===== src/sv/cpf_pkg.sv =====
// Package for the CRC-32 packet framer: codes, queue entry types, CRC-32 table
// function and framing constants. Depends on nothing; every other file but cpf_if imports it.
`timescale 1ns / 1ps

package cpf_pkg;

   localparam int CPF_QUEUE_DEPTH = 2;

   localparam int CSR_INDEX_W = 1;
   localparam int CSR_DATA_W  = 1;
   localparam logic [CSR_INDEX_W-1:0] CSR_FRAME_ENABLE = 1'd0;
   localparam logic [CSR_INDEX_W-1:0] CSR_BIT_UNPACK   = 1'd1;

   localparam logic ACTION_START = 1'b0;
   localparam logic ACTION_DATA  = 1'b1;

   localparam logic [15:0] FRAME_MARKER = 16'h1337;
   localparam logic [31:0] CRC_INIT     = 32'hFFFF_FFFF;
   localparam logic [31:0] CRC_POLY     = 32'hEDB8_8320;
   localparam logic [2:0]  BIT_TOP      = 3'd7;

   // Last byte index of each item shape
   localparam logic [2:0] HDR_LAST_BYTE  = 3'd7;
   localparam logic [2:0] DATA_LAST_CRC  = 3'd4;
   localparam logic [2:0] DATA_LAST_BARE = 3'd0;

   typedef enum logic {
      KIND_HEADER,
      KIND_DATA
   } kind_type;

   // One framed input word as queued between front and back
   typedef struct packed {
      kind_type    kind;
      logic [15:0] value;     // count for a header, data byte in the low bits
      logic [31:0] crc;       // final (inverted) CRC to append
      logic        with_crc;  // data word closes its packet
   } entry_type;

   typedef struct packed {
      logic full;
      logic empty;
   } queue_status_type;

   // Reflected CRC-32 table entry for one index byte
   function automatic logic [31:0] crc_table_entry(input logic [7:0] idx);
      logic [31:0] c;
      c = {24'd0, idx};
      for (int k = 0; k < 8; k++) begin
         c = c[0] ? ((c >> 1) ^ CRC_POLY) : (c >> 1);
      end
      return c;
   endfunction

   function automatic logic [31:0] crc_fold_byte(input logic [31:0] c, input logic [7:0] b);
      return crc_table_entry(c[7:0] ^ b) ^ {8'd0, c[31:8]};
   endfunction

   // Running header CRC after the two fixed marker bytes
   localparam logic [31:0] CRC_HDR_PREFIX =
      crc_fold_byte(crc_fold_byte(CRC_INIT, FRAME_MARKER[7:0]), FRAME_MARKER[15:8]);

endpackage


===== src/sv/cpf_if.sv =====
// Valid/ready channel interfaces of the packet framer: request words in and
// response words out. No dependencies.
`timescale 1ns / 1ps

interface cpf_req_if;
   logic        valid;
   logic        ready;
   logic        action;
   logic [15:0] payload_count;
   logic [7:0]  data_byte;

   modport source (output valid, action, payload_count, data_byte, input ready);
   modport sink   (input valid, action, payload_count, data_byte, output ready);
endinterface

interface cpf_rsp_if;
   logic       valid;
   logic       ready;
   logic [7:0] out_value;
   logic       run_last;
   logic       packet_end;

   modport source (output valid, out_value, run_last, packet_end, input ready);
   modport sink   (input valid, out_value, run_last, packet_end, output ready);
endinterface


===== src/sv/cpf_queue.sv =====
// Short word queue between the framer front and back.
// Depends on cpf_pkg for the entry and status types.
`timescale 1ns / 1ps

module cpf_queue import cpf_pkg::*; #(
   parameter int DEPTH = CPF_QUEUE_DEPTH
) (
   input  logic             clock,
   input  logic             reset,
   input  logic             push,
   input  entry_type        push_entry,
   input  logic             pop,
   output entry_type        head,
   output queue_status_type status
);

   localparam int PTR_W = (DEPTH > 1) ? $clog2(DEPTH) : 1;
   localparam int CNT_W = $clog2(DEPTH + 1);

   entry_type        store_ff [DEPTH];
   logic [PTR_W-1:0] wr_ptr_ff, wr_ptr_in;
   logic [PTR_W-1:0] rd_ptr_ff, rd_ptr_in;
   logic [CNT_W-1:0] count_ff, count_in;
   logic             do_push, do_pop;

   function automatic logic [PTR_W-1:0] next_ptr(input logic [PTR_W-1:0] p);
      return (p == PTR_W'(DEPTH - 1)) ? '0 : p + PTR_W'(1);
   endfunction

   assign status.full  = (count_ff == CNT_W'(DEPTH));
   assign status.empty = (count_ff == '0);
   assign do_push      = push && !status.full;
   assign do_pop       = pop && !status.empty;
   assign head         = store_ff[rd_ptr_ff];

   always_comb begin
      wr_ptr_in = do_push ? next_ptr(wr_ptr_ff) : wr_ptr_ff;
      rd_ptr_in = do_pop  ? next_ptr(rd_ptr_ff) : rd_ptr_ff;
      count_in  = count_ff;
      if (do_push && !do_pop) begin
         count_in = count_ff + CNT_W'(1);
      end else if (do_pop && !do_push) begin
         count_in = count_ff - CNT_W'(1);
      end
   end

   always_ff @(posedge clock) begin
      if (reset) begin
         wr_ptr_ff <= '0;
         rd_ptr_ff <= '0;
         count_ff  <= '0;
      end else begin
         wr_ptr_ff <= wr_ptr_in;
         rd_ptr_ff <= rd_ptr_in;
         count_ff  <= count_in;
      end
   end

   always_ff @(posedge clock) begin
      if (do_push) begin
         store_ff[wr_ptr_ff] <= push_entry;
      end
   end

endmodule


===== src/sv/cpf_front.sv =====
// Framer front: accepts request words, tracks the open packet and its running
// CRC-32, and queues one entry per word that yields output. Depends on cpf_pkg, cpf_if.
`timescale 1ns / 1ps

module cpf_front import cpf_pkg::*; (
   input  logic             clock,
   input  logic             reset,
   cpf_req_if.sink          req_bus,
   input  logic             frame_enable,
   input  queue_status_type q_status,
   output logic             push,
   output entry_type        push_entry
);

   logic [31:0] crc_ff, crc_in;
   logic [15:0] left_ff, left_in;
   logic        open_ff, open_in;
   logic        accept;
   logic [31:0] crc_next;
   logic [15:0] left_next;
   logic [31:0] hdr_crc;

   assign req_bus.ready = !q_status.full;
   assign accept        = req_bus.valid && req_bus.ready;

   assign crc_next  = crc_fold_byte(crc_ff, req_bus.data_byte);
   assign left_next = left_ff - 16'd1;
   assign hdr_crc   = crc_fold_byte(crc_fold_byte(CRC_HDR_PREFIX, req_bus.payload_count[7:0]),
                                    req_bus.payload_count[15:8]) ^ CRC_INIT;

   always_comb begin
      crc_in              = crc_ff;
      left_in             = left_ff;
      open_in             = open_ff;
      push                = 1'b0;
      push_entry.kind     = KIND_DATA;
      push_entry.value    = {8'd0, req_bus.data_byte};
      push_entry.crc      = crc_next ^ CRC_INIT;
      push_entry.with_crc = 1'b0;
      if (accept) begin
         if (req_bus.action == ACTION_START) begin
            // Any open packet is dropped without its CRC
            crc_in  = CRC_INIT;
            left_in = frame_enable ? req_bus.payload_count : 16'd0;
            open_in = frame_enable && (req_bus.payload_count != 16'd0);
            push    = frame_enable;
            push_entry.kind  = KIND_HEADER;
            push_entry.value = req_bus.payload_count;
            push_entry.crc   = hdr_crc;
         end else begin
            push = 1'b1;
            if (open_ff) begin
               if (left_next == 16'd0) begin
                  push_entry.with_crc = 1'b1;
                  crc_in  = CRC_INIT;
                  open_in = 1'b0;
               end else begin
                  crc_in = crc_next;
               end
               left_in = left_next;
            end
         end
      end
   end

   always_ff @(posedge clock) begin
      if (reset) begin
         crc_ff  <= CRC_INIT;
         left_ff <= '0;
         open_ff <= 1'b0;
      end else begin
         crc_ff  <= crc_in;
         left_ff <= left_in;
         open_ff <= open_in;
      end
   end

endmodule


===== src/sv/cpf_back.sv =====
// Framer back: expands queued entries into bytes or single bits and drives the
// registered response channel. Depends on cpf_pkg, cpf_if.
`timescale 1ns / 1ps

module cpf_back import cpf_pkg::*; (
   input  logic             clock,
   input  logic             reset,
   input  logic             bit_unpack,
   input  entry_type        head,
   input  queue_status_type q_status,
   output logic             pop,
   cpf_rsp_if.source        rsp_bus
);

   entry_type   cur_ff, cur_in;
   logic        cur_valid_ff, cur_valid_in;
   logic [2:0]  byte_idx_ff, byte_idx_in;
   logic [2:0]  bit_idx_ff, bit_idx_in;
   logic        rsp_valid_ff, rsp_valid_in;
   logic [7:0]  value_ff, value_in;
   logic        run_last_ff, run_last_in;
   logic        pkt_end_ff, pkt_end_in;

   logic        out_free, emit, byte_last, bit_last, item_done, load;
   logic [2:0]  last_byte;
   logic [7:0]  cur_byte;

   assign out_free = !rsp_valid_ff || rsp_bus.ready;
   assign emit     = cur_valid_ff && out_free;

   always_comb begin
      if (cur_ff.kind == KIND_HEADER) begin
         last_byte = HDR_LAST_BYTE;
      end else begin
         last_byte = cur_ff.with_crc ? DATA_LAST_CRC : DATA_LAST_BARE;
      end
   end

   // Byte lane of the current entry, multi-byte fields low byte first
   always_comb begin
      cur_byte = 8'd0;
      if (cur_ff.kind == KIND_HEADER) begin
         case (byte_idx_ff)
            3'd0:    cur_byte = FRAME_MARKER[7:0];
            3'd1:    cur_byte = FRAME_MARKER[15:8];
            3'd2:    cur_byte = cur_ff.value[7:0];
            3'd3:    cur_byte = cur_ff.value[15:8];
            3'd4:    cur_byte = cur_ff.crc[7:0];
            3'd5:    cur_byte = cur_ff.crc[15:8];
            3'd6:    cur_byte = cur_ff.crc[23:16];
            default: cur_byte = cur_ff.crc[31:24];
         endcase
      end else begin
         case (byte_idx_ff)
            3'd0:    cur_byte = cur_ff.value[7:0];
            3'd1:    cur_byte = cur_ff.crc[7:0];
            3'd2:    cur_byte = cur_ff.crc[15:8];
            3'd3:    cur_byte = cur_ff.crc[23:16];
            default: cur_byte = cur_ff.crc[31:24];
         endcase
      end
   end

   assign byte_last = (byte_idx_ff == last_byte);
   assign bit_last  = !bit_unpack || (bit_idx_ff == BIT_TOP);
   assign item_done = emit && byte_last && bit_last;
   assign load      = !cur_valid_ff || item_done;
   assign pop       = load && !q_status.empty;

   always_comb begin
      cur_in       = cur_ff;
      cur_valid_in = cur_valid_ff;
      byte_idx_in  = byte_idx_ff;
      bit_idx_in   = bit_idx_ff;
      if (load) begin
         cur_in       = head;
         cur_valid_in = !q_status.empty;
         byte_idx_in  = '0;
         bit_idx_in   = '0;
      end else if (emit) begin
         if (bit_last) begin
            bit_idx_in  = '0;
            byte_idx_in = byte_idx_ff + 3'd1;
         end else begin
            bit_idx_in = bit_idx_ff + 3'd1;
         end
      end
   end

   always_comb begin
      rsp_valid_in = out_free ? emit : rsp_valid_ff;
      value_in     = value_ff;
      run_last_in  = run_last_ff;
      pkt_end_in   = pkt_end_ff;
      if (emit) begin
         value_in    = bit_unpack ? {7'd0, cur_byte[BIT_TOP - bit_idx_ff]} : cur_byte;
         run_last_in = byte_last && bit_last;
         pkt_end_in  = byte_last && bit_last && (cur_ff.kind == KIND_DATA) && cur_ff.with_crc;
      end
   end

   always_ff @(posedge clock) begin
      if (reset) begin
         cur_valid_ff <= 1'b0;
         byte_idx_ff  <= '0;
         bit_idx_ff   <= '0;
         rsp_valid_ff <= 1'b0;
      end else begin
         cur_valid_ff <= cur_valid_in;
         byte_idx_ff  <= byte_idx_in;
         bit_idx_ff   <= bit_idx_in;
         rsp_valid_ff <= rsp_valid_in;
      end
   end

   always_ff @(posedge clock) begin
      cur_ff      <= cur_in;
      value_ff    <= value_in;
      run_last_ff <= run_last_in;
      pkt_end_ff  <= pkt_end_in;
   end

   assign rsp_bus.valid      = rsp_valid_ff;
   assign rsp_bus.out_value  = value_ff;
   assign rsp_bus.run_last   = run_last_ff;
   assign rsp_bus.packet_end = pkt_end_ff;

endmodule


===== src/sv/crc32_packet_framer.sv =====
// The first response word of a request word passes the queue, the back's entry register and
// the output register. Throughput: one response word per cycle from the back serializer while
// the receiver is ready. A word yields none for a start with framing off, 1, 5 or 8 in byte
// mode and eight times that in bit mode; the front accepts a word each cycle while the queue
// has room. Reset (synchronous, active high) empties queue and output, closes any packet, sets
// the CRC to all ones, framing on and bit mode off; no clearing pass.
`timescale 1ns / 1ps

module crc32_packet_framer import cpf_pkg::*; #(
   parameter int QUEUE_DEPTH = CPF_QUEUE_DEPTH
) (
   input  logic                   clock,
   input  logic                   reset,
   cpf_req_if.sink                req_bus,
   cpf_rsp_if.source              rsp_bus,
   input  logic                   csr_wr_en,
   input  logic [CSR_INDEX_W-1:0] csr_index,
   input  logic [CSR_DATA_W-1:0]  csr_write_data
);

   // Configuration registers; the user must write them only while the framer is idle, the block does not enforce it
   logic frame_enable_ff, frame_enable_in;
   logic bit_unpack_ff, bit_unpack_in;

   always_comb begin
      frame_enable_in = frame_enable_ff;
      bit_unpack_in   = bit_unpack_ff;
      if (csr_wr_en) begin
         case (csr_index)
            CSR_FRAME_ENABLE: frame_enable_in = csr_write_data[0];
            CSR_BIT_UNPACK:   bit_unpack_in   = csr_write_data[0];
            default: begin
               // drop writes to unknown indexes
            end
         endcase
      end
   end

   always_ff @(posedge clock) begin
      if (reset) begin
         frame_enable_ff <= 1'b1;
         bit_unpack_ff   <= 1'b0;
      end else begin
         frame_enable_ff <= frame_enable_in;
         bit_unpack_ff   <= bit_unpack_in;
      end
   end

   // Front: classify words, advance packet state, queue what must be sent
   logic             q_push;
   logic             q_pop;
   entry_type        q_push_entry;
   entry_type        q_head;
   queue_status_type q_status;

   cpf_front u_front (
      .clock        (clock),
      .reset        (reset),
      .req_bus      (req_bus),
      .frame_enable (frame_enable_ff),
      .q_status     (q_status),
      .push         (q_push),
      .push_entry   (q_push_entry)
   );

   // Queue: lets the front keep taking words while the back drains a long one
   cpf_queue #(
      .DEPTH (QUEUE_DEPTH)
   ) u_queue (
      .clock      (clock),
      .reset      (reset),
      .push       (q_push),
      .push_entry (q_push_entry),
      .pop        (q_pop),
      .head       (q_head),
      .status     (q_status)
   );

   // Back: serialize each entry into bytes or bits behind the output register
   cpf_back u_back (
      .clock      (clock),
      .reset      (reset),
      .bit_unpack (bit_unpack_ff),
      .head       (q_head),
      .q_status   (q_status),
      .pop        (q_pop),
      .rsp_bus    (rsp_bus)
   );

endmodule


===== src/flat_wrapper.sv =====
// flat-port wrapper written by rule: the top's interface ports become plain ports
module crc32_packet_framer_flat import cpf_pkg::*;
#(
   parameter int QUEUE_DEPTH = CPF_QUEUE_DEPTH
)
  (clock, reset, csr_wr_en, csr_index, csr_write_data, req_bus_valid, req_bus_action, req_bus_payload_count, req_bus_data_byte, req_bus_ready, rsp_bus_valid, rsp_bus_out_value, rsp_bus_run_last, rsp_bus_packet_end, rsp_bus_ready);
  cpf_req_if req_bus_i ();
  cpf_rsp_if rsp_bus_i ();
  input  logic clock;
  input  logic reset;
  input  logic csr_wr_en;
  input  logic [CSR_INDEX_W-1:0] csr_index;
  input  logic [CSR_DATA_W-1:0] csr_write_data;
  input wire logic [$bits(req_bus_i.valid)-1:0] req_bus_valid;
  input wire logic [$bits(req_bus_i.action)-1:0] req_bus_action;
  input wire logic [$bits(req_bus_i.payload_count)-1:0] req_bus_payload_count;
  input wire logic [$bits(req_bus_i.data_byte)-1:0] req_bus_data_byte;
  output wire logic [$bits(req_bus_i.ready)-1:0] req_bus_ready;
  output wire logic [$bits(rsp_bus_i.valid)-1:0] rsp_bus_valid;
  output wire logic [$bits(rsp_bus_i.out_value)-1:0] rsp_bus_out_value;
  output wire logic [$bits(rsp_bus_i.run_last)-1:0] rsp_bus_run_last;
  output wire logic [$bits(rsp_bus_i.packet_end)-1:0] rsp_bus_packet_end;
  input wire logic [$bits(rsp_bus_i.ready)-1:0] rsp_bus_ready;
  assign req_bus_i.valid = req_bus_valid;
  assign req_bus_i.action = req_bus_action;
  assign req_bus_i.payload_count = req_bus_payload_count;
  assign req_bus_i.data_byte = req_bus_data_byte;
  assign req_bus_ready = req_bus_i.ready;
  assign rsp_bus_valid = rsp_bus_i.valid;
  assign rsp_bus_out_value = rsp_bus_i.out_value;
  assign rsp_bus_run_last = rsp_bus_i.run_last;
  assign rsp_bus_packet_end = rsp_bus_i.packet_end;
  assign rsp_bus_i.ready = rsp_bus_ready;
  crc32_packet_framer #(.QUEUE_DEPTH(QUEUE_DEPTH)) u_core (.clock(clock), .reset(reset), .req_bus(req_bus_i), .rsp_bus(rsp_bus_i), .csr_wr_en(csr_wr_en), .csr_index(csr_index), .csr_write_data(csr_write_data));
endmodule

===== config.mk =====
export PLATFORM = sky130hd
export DESIGN_NAME = crc32_packet_framer_flat
export DESIGN_NICKNAME = d
export VERILOG_FILES = /design/src/sv/cpf_pkg.sv /design/src/sv/cpf_if.sv /design/src/sv/cpf_queue.sv /design/src/sv/cpf_front.sv /design/src/sv/cpf_back.sv /design/src/sv/crc32_packet_framer.sv /design/src/flat_wrapper.sv
export SDC_FILE = /design/constraint.sdc
export NUM_CORES = 1
export LEC_CHECK = 0
export ABC_AREA = 1
export CORE_MARGIN = 2
export CORE_UTILIZATION = 35
export CTS_CLUSTER_SIZE = 12
export DETAILED_ROUTE_END_ITERATION = 10
export DONT_BUFFER_PORTS = 1
export GPL_TIMING_DRIVEN = 0
export MAX_ROUTING_LAYER = met4
export PLACE_DENSITY_LB_ADDON = 0.25
export SYNTH_ARGS = -nofsm -noshare
export SYNTH_HDL_FRONTEND = slang
export SYNTH_HIERARCHICAL = 1
export SYNTH_SLANG_ARGS = --single-unit

===== constraint.sdc =====
create_clock -name clock -period 4.4 [get_ports clock]
set_input_delay 0.88 -clock clock [delete_from_list [all_inputs] [get_ports clock]]
set_output_delay 0.88 -clock clock [all_outputs]
set_load 0.02 [all_outputs]

[Word level (Yosys, flattened, before mapping)]
Memories as Yosys holds them, arrays and structs flattened. A register that Yosys moved wholly into a read port is not among the register bits.
Index checks and enable logic that the tools add are counted.
Storage, ports and cells
  bits in latches: 0
  memory bits (read-only): 0
  memory bits (writable): 100
  input bits: 32
  output and inout bits: 12
  register bits after elaboration: 73
  memories: 1
Memories
  u_core.u_queue.store_ff: depth 2, width 50, rd ports 1, clocked after Yosys merged registers in 1, write ports 1, line cpf_queue.sv:20  | entry_type store_ff [DEPTH];
Operators by class
  $add $sub $neg: 8
  bitwise operators: 33
  $mul: 0
  equal/unequal tests: 10
  shift-type cells: 0
  reductions and logical operators: 33
  divide/modulo/power cells: 0
  muxes and demuxes: 55
  order comparisons: 1
Operator list (number)
  32-bit two-way mux: 27
  13-bit inverter with 14-bit output: 21
  32-bit inverter: 2
  32-bit by 24-bit bitwise XOR with 32-bit output: 2
  8-bit case mux with 7 select lines: 1
  50-bit two-way mux: 1
  49-bit two-way mux: 1
  16-bit two-way mux: 3
  1-bit inverter with 14-bit output: 3
  8-bit case mux with 4 select lines: 1
  16-bit logical NOT: 1
  16-bit nonzero test: 1
  16-bit by 1-bit subtractor with 16-bit output (second input constant): 1
  8-bit bitwise XOR: 2
  1-bit two-way mux: 14
  1-bit logical AND: 13
  3-bit equality test (second input constant): 4
  12-bit inverter: 1
  3-bit two-way mux: 3
  8-bit two-way mux: 1
  2-bit AND reduction: 4
  1-bit logical NOT: 7
  3-bit by 1-bit adder with 3-bit output (second input constant): 2
  3-bit by 2-bit equality test with 1-bit output (second input constant): 2
  18 further kinds: 22

[Logic depth before layout (Yosys ltp)]
  depth in word-level cells: 39
  depth in mapped cells: 18
  mapped depth without buffers: 17

[By module]
Netlist, hierarchy kept.
Modules (own cells, without submodules)
  cpf_front: seq. area each 980.9 um2, area each 5899.4 um2, cells an instance 961, times used 1
  cpf_queue: seq. area each 3103.0 um2, area each 4115.2 um2, cells an instance 193, times used 1
  cpf_back: seq. area each 1961.9 um2, area each 3295.7 um2, cells an instance 357, times used 1
  crc32_packet_framer: seq. area each 40.0 um2, area each 87.6 um2, cells an instance 14, times used 1

[Worst setup path before layout]
Ideal clock, no wire load.
  kind: input to register
  start: in rsp_bus_ready
  end: reg u_core.u_queue.count_ff[1]
  cell stages on the path: 15
  data arrival time: 3881 ps
  path buffers: 0
  path slack: 455 ps
  cells stage by stage: inv_1 nand2_1 nand2_1 inv_1 nand2_1 o21ai_2 inv_1 nor2_1 o21ai_2 ha_1 inv_1 nand3_1 nand2_1 inv_1 nor2_1
Between the ends
  word-level cells in the longest chain between the ends: 10
  elaborated cells between the ends (all ways): 12
Ends and longest elaborated chain
  from (decl): line flat_wrapper.sv:23  | input wire logic [$bits(rsp_bus_i.ready)-1:0] rsp_bus_ready;
  1-bit logical OR *: line cpf_back.sv:28  | assign out_free = !rsp_valid_ff || rsp_bus.ready;
  1-bit logical AND *: line cpf_back.sv:29  | assign emit = cur_valid_ff && out_free;
  net u_core.u_back.emit: line cpf_back.sv:24  | logic out_free, emit, byte_last, bit_last, item_done, load;
  1-bit logical AND * (2 in a row): line cpf_back.sv:66  | assign item_done = emit && byte_last && bit_last;
  1-bit logical OR *: line cpf_back.sv:67  | assign load = !cur_valid_ff || item_done;
  net u_core.u_back.load: line cpf_back.sv:24
  1-bit logical AND *: line cpf_back.sv:68  | assign pop = load && !q_status.empty;
  net u_core.q_pop: line crc32_packet_framer.sv:51  | logic q_pop;
  1-bit logical AND *: line cpf_queue.sv:33  | assign do_pop = pop && !status.empty;
  1-bit logical NOT: line cpf_queue.sv:40  | if (do_push && !do_pop) begin
  1-bit logical AND: line cpf_queue.sv:40
  2-bit two-way mux or 2-bit nonzero test (tied branches)
  to (signal assigned): line cpf_queue.sv:55  | count_ff <= count_in;
  to (decl): line cpf_queue.sv:23  | logic [CNT_W-1:0] count_ff, count_in;
Mark *: on every way through the listed nets, which the timed path passes. The rest lies on a longest branch.
A chain may end at the register's enable or synchronous reset.

[Final worst setup path]
  start: reg u_core.u_back.rsp_valid_ff, in the netlist u_core/u_back/rsp_bus.valid
  end: reg u_core.u_queue.count_ff[1]
Between the ends
  word-level cells in the longest chain between the ends: 11
  elaborated cells between the ends (all ways): 13
Ends and longest elaborated chain
  from (decl): line cpf_back.sv:19  | logic rsp_valid_ff, rsp_valid_in;
  from (signal assigned): line cpf_back.sv:112  | rsp_valid_ff <= rsp_valid_in;
  1-bit logical NOT *: line cpf_back.sv:28
  1-bit logical OR *: line cpf_back.sv:28
  1-bit logical AND *: line cpf_back.sv:29
  net u_core.u_back.emit: line cpf_back.sv:24
  1-bit logical AND * (2 in a row): line cpf_back.sv:66
  1-bit logical OR *: line cpf_back.sv:67
  net u_core.u_back.load: line cpf_back.sv:24
  1-bit logical AND *: line cpf_back.sv:68
  net u_core.q_pop: line crc32_packet_framer.sv:51
  1-bit logical AND *: line cpf_queue.sv:33
  1-bit logical NOT: line cpf_queue.sv:40
  1-bit logical AND: line cpf_queue.sv:40
  2-bit two-way mux or 2-bit nonzero test (tied branches)
Marked as above.

==> reports/metrics.cfg <==
[timing]
max_slew_margin_pct=45.01
maxSlewViolCount=0
final.setup_skew_ps=14.94
hold_viol_final=0
fin_crit_sh_pct=70.06
finalSetupViolations=0
period_needed_ps=3082
timing.fmax_mhz=324.4
rsz0062_at_grt=false
setup_tns_ps=0
worstMarginPinSlew_ps=821.8

[clock_network]
htree_levels=1
clk_pin_slew_ps=60
hold_buffers=0
cts.sinks=224
clock_latency_ps=550
cts_tree=done
cts_resized=0
cts_inserted_buffers=26
cts_root_buffer=clkbuf_16
post-cts-setup-buffers=0
cts_buffer_depth=3

[die]
die_w_um=199.7
rows=71
io_pins=44
die_area_sq_mm=0.03986
coreArea_sq_mm=0.03767
die_h_um=199.7
initial_utilization_pct=35.57

[drt]
viasPerCell=4.898
wirelength_mm=38.00
drt_iter0_drc=603
drc_errors=0
vias=10208
drt_first_pass_iters=5
ant_nets=0
wire_per_inst_um=18.23

[pwr]
powerDensity_mw_per_mm2=600.3
p_leak_nw=6.306
peakVddDrop_mv=0.3514

[logic_synthesis]
post_synth_instance_area_sq_mm=0.01340
synth.avg_cell_area_sq_um=8.785
ys.flop_type=edfxtp_1
ys_seq_elements=224
synth_cell_types=55
synthCells=1525
synth_seq_area_share_pct=45.42
async_flop_share_pct=0
synth_edf_count=160
synth_top_area_share_pct=35.86
synth_common_cells=nand2_1 (472), edfxtp_1 (160), nand3_1 (157)
ys_warn_count=6
synth_top_cell_by_area=edfxtp_1
syn-num-nets=1570
synth_most_common_cell=nand2_1
synth.area.top_cells=edfxtp_1 (36%), nand2_1 (13%), dfxtp_1 (9.6%)

[critical_path]
worst-r2r-cell-count=14
setup.worst_path.class=flop to flop
startpoint=u_core/u_back/rsp_bus.valid$_SDFFE_PP0N_
critPathMaxStageDelay_ps=730
crit_cells=14
r2r_slack_ps=1320
crit_chain=nand2_1 -> nand2_1 -> inv_1 -> nand2_1 -> o21ai_4 -> inv_1 -> nor2_1 -> o21ai_2 -> ha_1 -> inv_1 -> nand3_1 -> nand2_1 -> inv_1 -> nor2_1
start_kind=flop
crit_end=u_core/u_queue/count_ff[1]$_SDFFE_PP0P_
worstPathRequired_ps=4880
cp_slowest_cell=o21ai_4
r2r-start=u_core/u_back/rsp_bus.valid$_SDFFE_PP0N_
cp-end-kind=flop
critPathMaxFanout=25
r2r-end=u_core/u_queue/count_ff[1]$_SDFFE_PP0P_
path_buf_inv=4
critPathArrivalTime_ps=3570
critPathTopFamily=simple AND/OR/NAND/NOR gates

[place]
gp_congestion=0.9445
port-buffer-count=0
placed_area_sq_mm=0.01412
place_hpwl_mm=29.20

[global_route]
antenna_found_initial=0
grt_max_degree=31
grt_usage_pct=20.08
grt_overflow=0
grt_pass1_vias=9925
grt_pass1_wl_mm=58.28

[cells_and_area]
drive_gt1_share_pct=13.48
finalCoreUtilization_pct=39.54
fillers=3848
n_antenna_cell=0
nets=1601
stdcell_area_sq_mm=0.01489
area_delta_synth_final_pct=11.15

[run_status]
status=finished, final reports clean

[job]
drv_cap=0

[worst_hold_path]
hp-class=input pin to flop
min-delay-start=reset

[layout make-up]
type | instances | area (sq um) | share of cell area, %
timing repair buffer | 3 | 60.06 | 0.4033
multi-input combinational | 1121 | 6459 | 43.37
buffer | 56 | 402.9 | 2.705
sequential | 224 | 6086 | 40.87
inverter | 124 | 473.0 | 3.176
tap | 511 | 639.4 | 4.293
clock inverter | 14 | 102.6 | 0.6890
clock buffer | 31 | 669.4 | 4.495
[metrics by stage]
| stage | total power, W | hold WS, ps | worst slack, ps | instances |
|---|---|---|---|---|
| 3_5_place_dp | 0.006998 | 460.9 | 787.9 | 2039 |
| 3_3_place_gp | 0.006936 | 453.5 | -1031 | 2036 |
| 6_report | 0.008940 | 394.7 | 1318 | 2084 |
| 5_1_grt | 0.009483 | 372.8 | 868.6 | 2084 |
| 4_1_cts | 0.009001 | 367.1 | 1245 | 2084 |
| 2_1_floorplan | 0.005914 | 428.4 | 454.9 | 1525 |
[placed cells by master (no fill, tap or decap), types with 4 or more instances in the layout]
cell / Yosys / layout
nor2_2: 5 / 5
nand2_2: 38 / 38
mux2_4: 50 / 50
inv_2: 9 / 9
nor2_1: 83 / 81
xor2_1: 79 / 79
buf_6: 9 / 9
a21oi_1: 75 / 75
nor2_4: 5 / 7
nand2_1: 472 / 472
ha_1: 13 / 13
clkbuf_16: 0 / 26
mux2i_1: 4 / 4
clkinv_1: 3 / 11
nand4_1: 7 / 7
inv_1: 109 / 109
xnor2_1: 35 / 35
edfxtp_1: 160 / 160
buf_2: 15 / 15
nand3b_1: 5 / 5
a221oi_1: 11 / 11
o21ai_1: 4 / 4
nor3_1: 4 / 4
nand3_1: 157 / 157
clkbuf_1: 20 / 25
o21ai_0: 27 / 27
buf_4: 4 / 4
buf_12: 5 / 8
dfxtp_1: 64 / 64
xor2_2: 9 / 9
[worst min-delay path by stage]
stage / slack (ps) / to / cells after the start
2_1_floorplan: 430 / u_core/frame_enable_ff$_SDFFE_PP1P_ / 2
3_3_place_gp: 450 / u_core/frame_enable_ff$_SDFFE_PP1P_ / 2
3_5_place_dp: 460 / u_core/frame_enable_ff$_SDFFE_PP1P_ / 2
4_1_cts: 370 / u_core/u_back/rsp_bus.valid$_SDFFE_PP0N_ / 1
5_1_grt: 370 / u_core/u_back/rsp_bus.valid$_SDFFE_PP0N_ / 1
6_report: 390 / u_core/u_back/rsp_bus.valid$_SDFFE_PP0N_ / 1
[registers in the layout (all words and copies together), names as in the netlist, 2 cells and up, named ones only]
register,count
u_core/u_queue/store_ff,100
u_core/u_back/cur_ff,50
u_core/u_front/crc_ff,32
u_core/u_front/left_ff,16
u_core/u_back/rsp_bus.out_value,8
u_core/u_back/bit_idx_ff,3
u_core/u_back/byte_idx_ff,3
u_core/u_queue/count_ff,2
[where the power goes]
group,leakage (nW),internal [W],switching [W],total [W]
combinational,3.87,0.00125,0.00217,0.00342
sequential,2.06,0.00317,0.000388,0.00355
clock,0.372,0.00113,0.000834,0.00197
total,6.31,0.00555,0.00339,0.00894
[metal layers]
metal  wire, um  vias up  GRT usage (%)
met5          0        -              -
met4       1387        0          6.722
met3       1557       65          2.582
met2      17860      224          32.99
met1      17190     4843          25.62
li1           -     5076              -
[logic make-up (layout without fill, tap and decap cells)]
family	after synthesis	after routing	synth area share, %
XOR/XNOR	128	128	9.488
buffers and inverters	180	228	6.537
flip-flops	224	224	45.42
multiplexers	54	54	5.902
AO/OA/AOI/OAI	131	131	5.501
adder cells (fa/ha/maj)	13	13	1.214
AND/OR/NAND/NOR	795	795	25.93
Note: power is estimated with default switching activity, not from simulation.
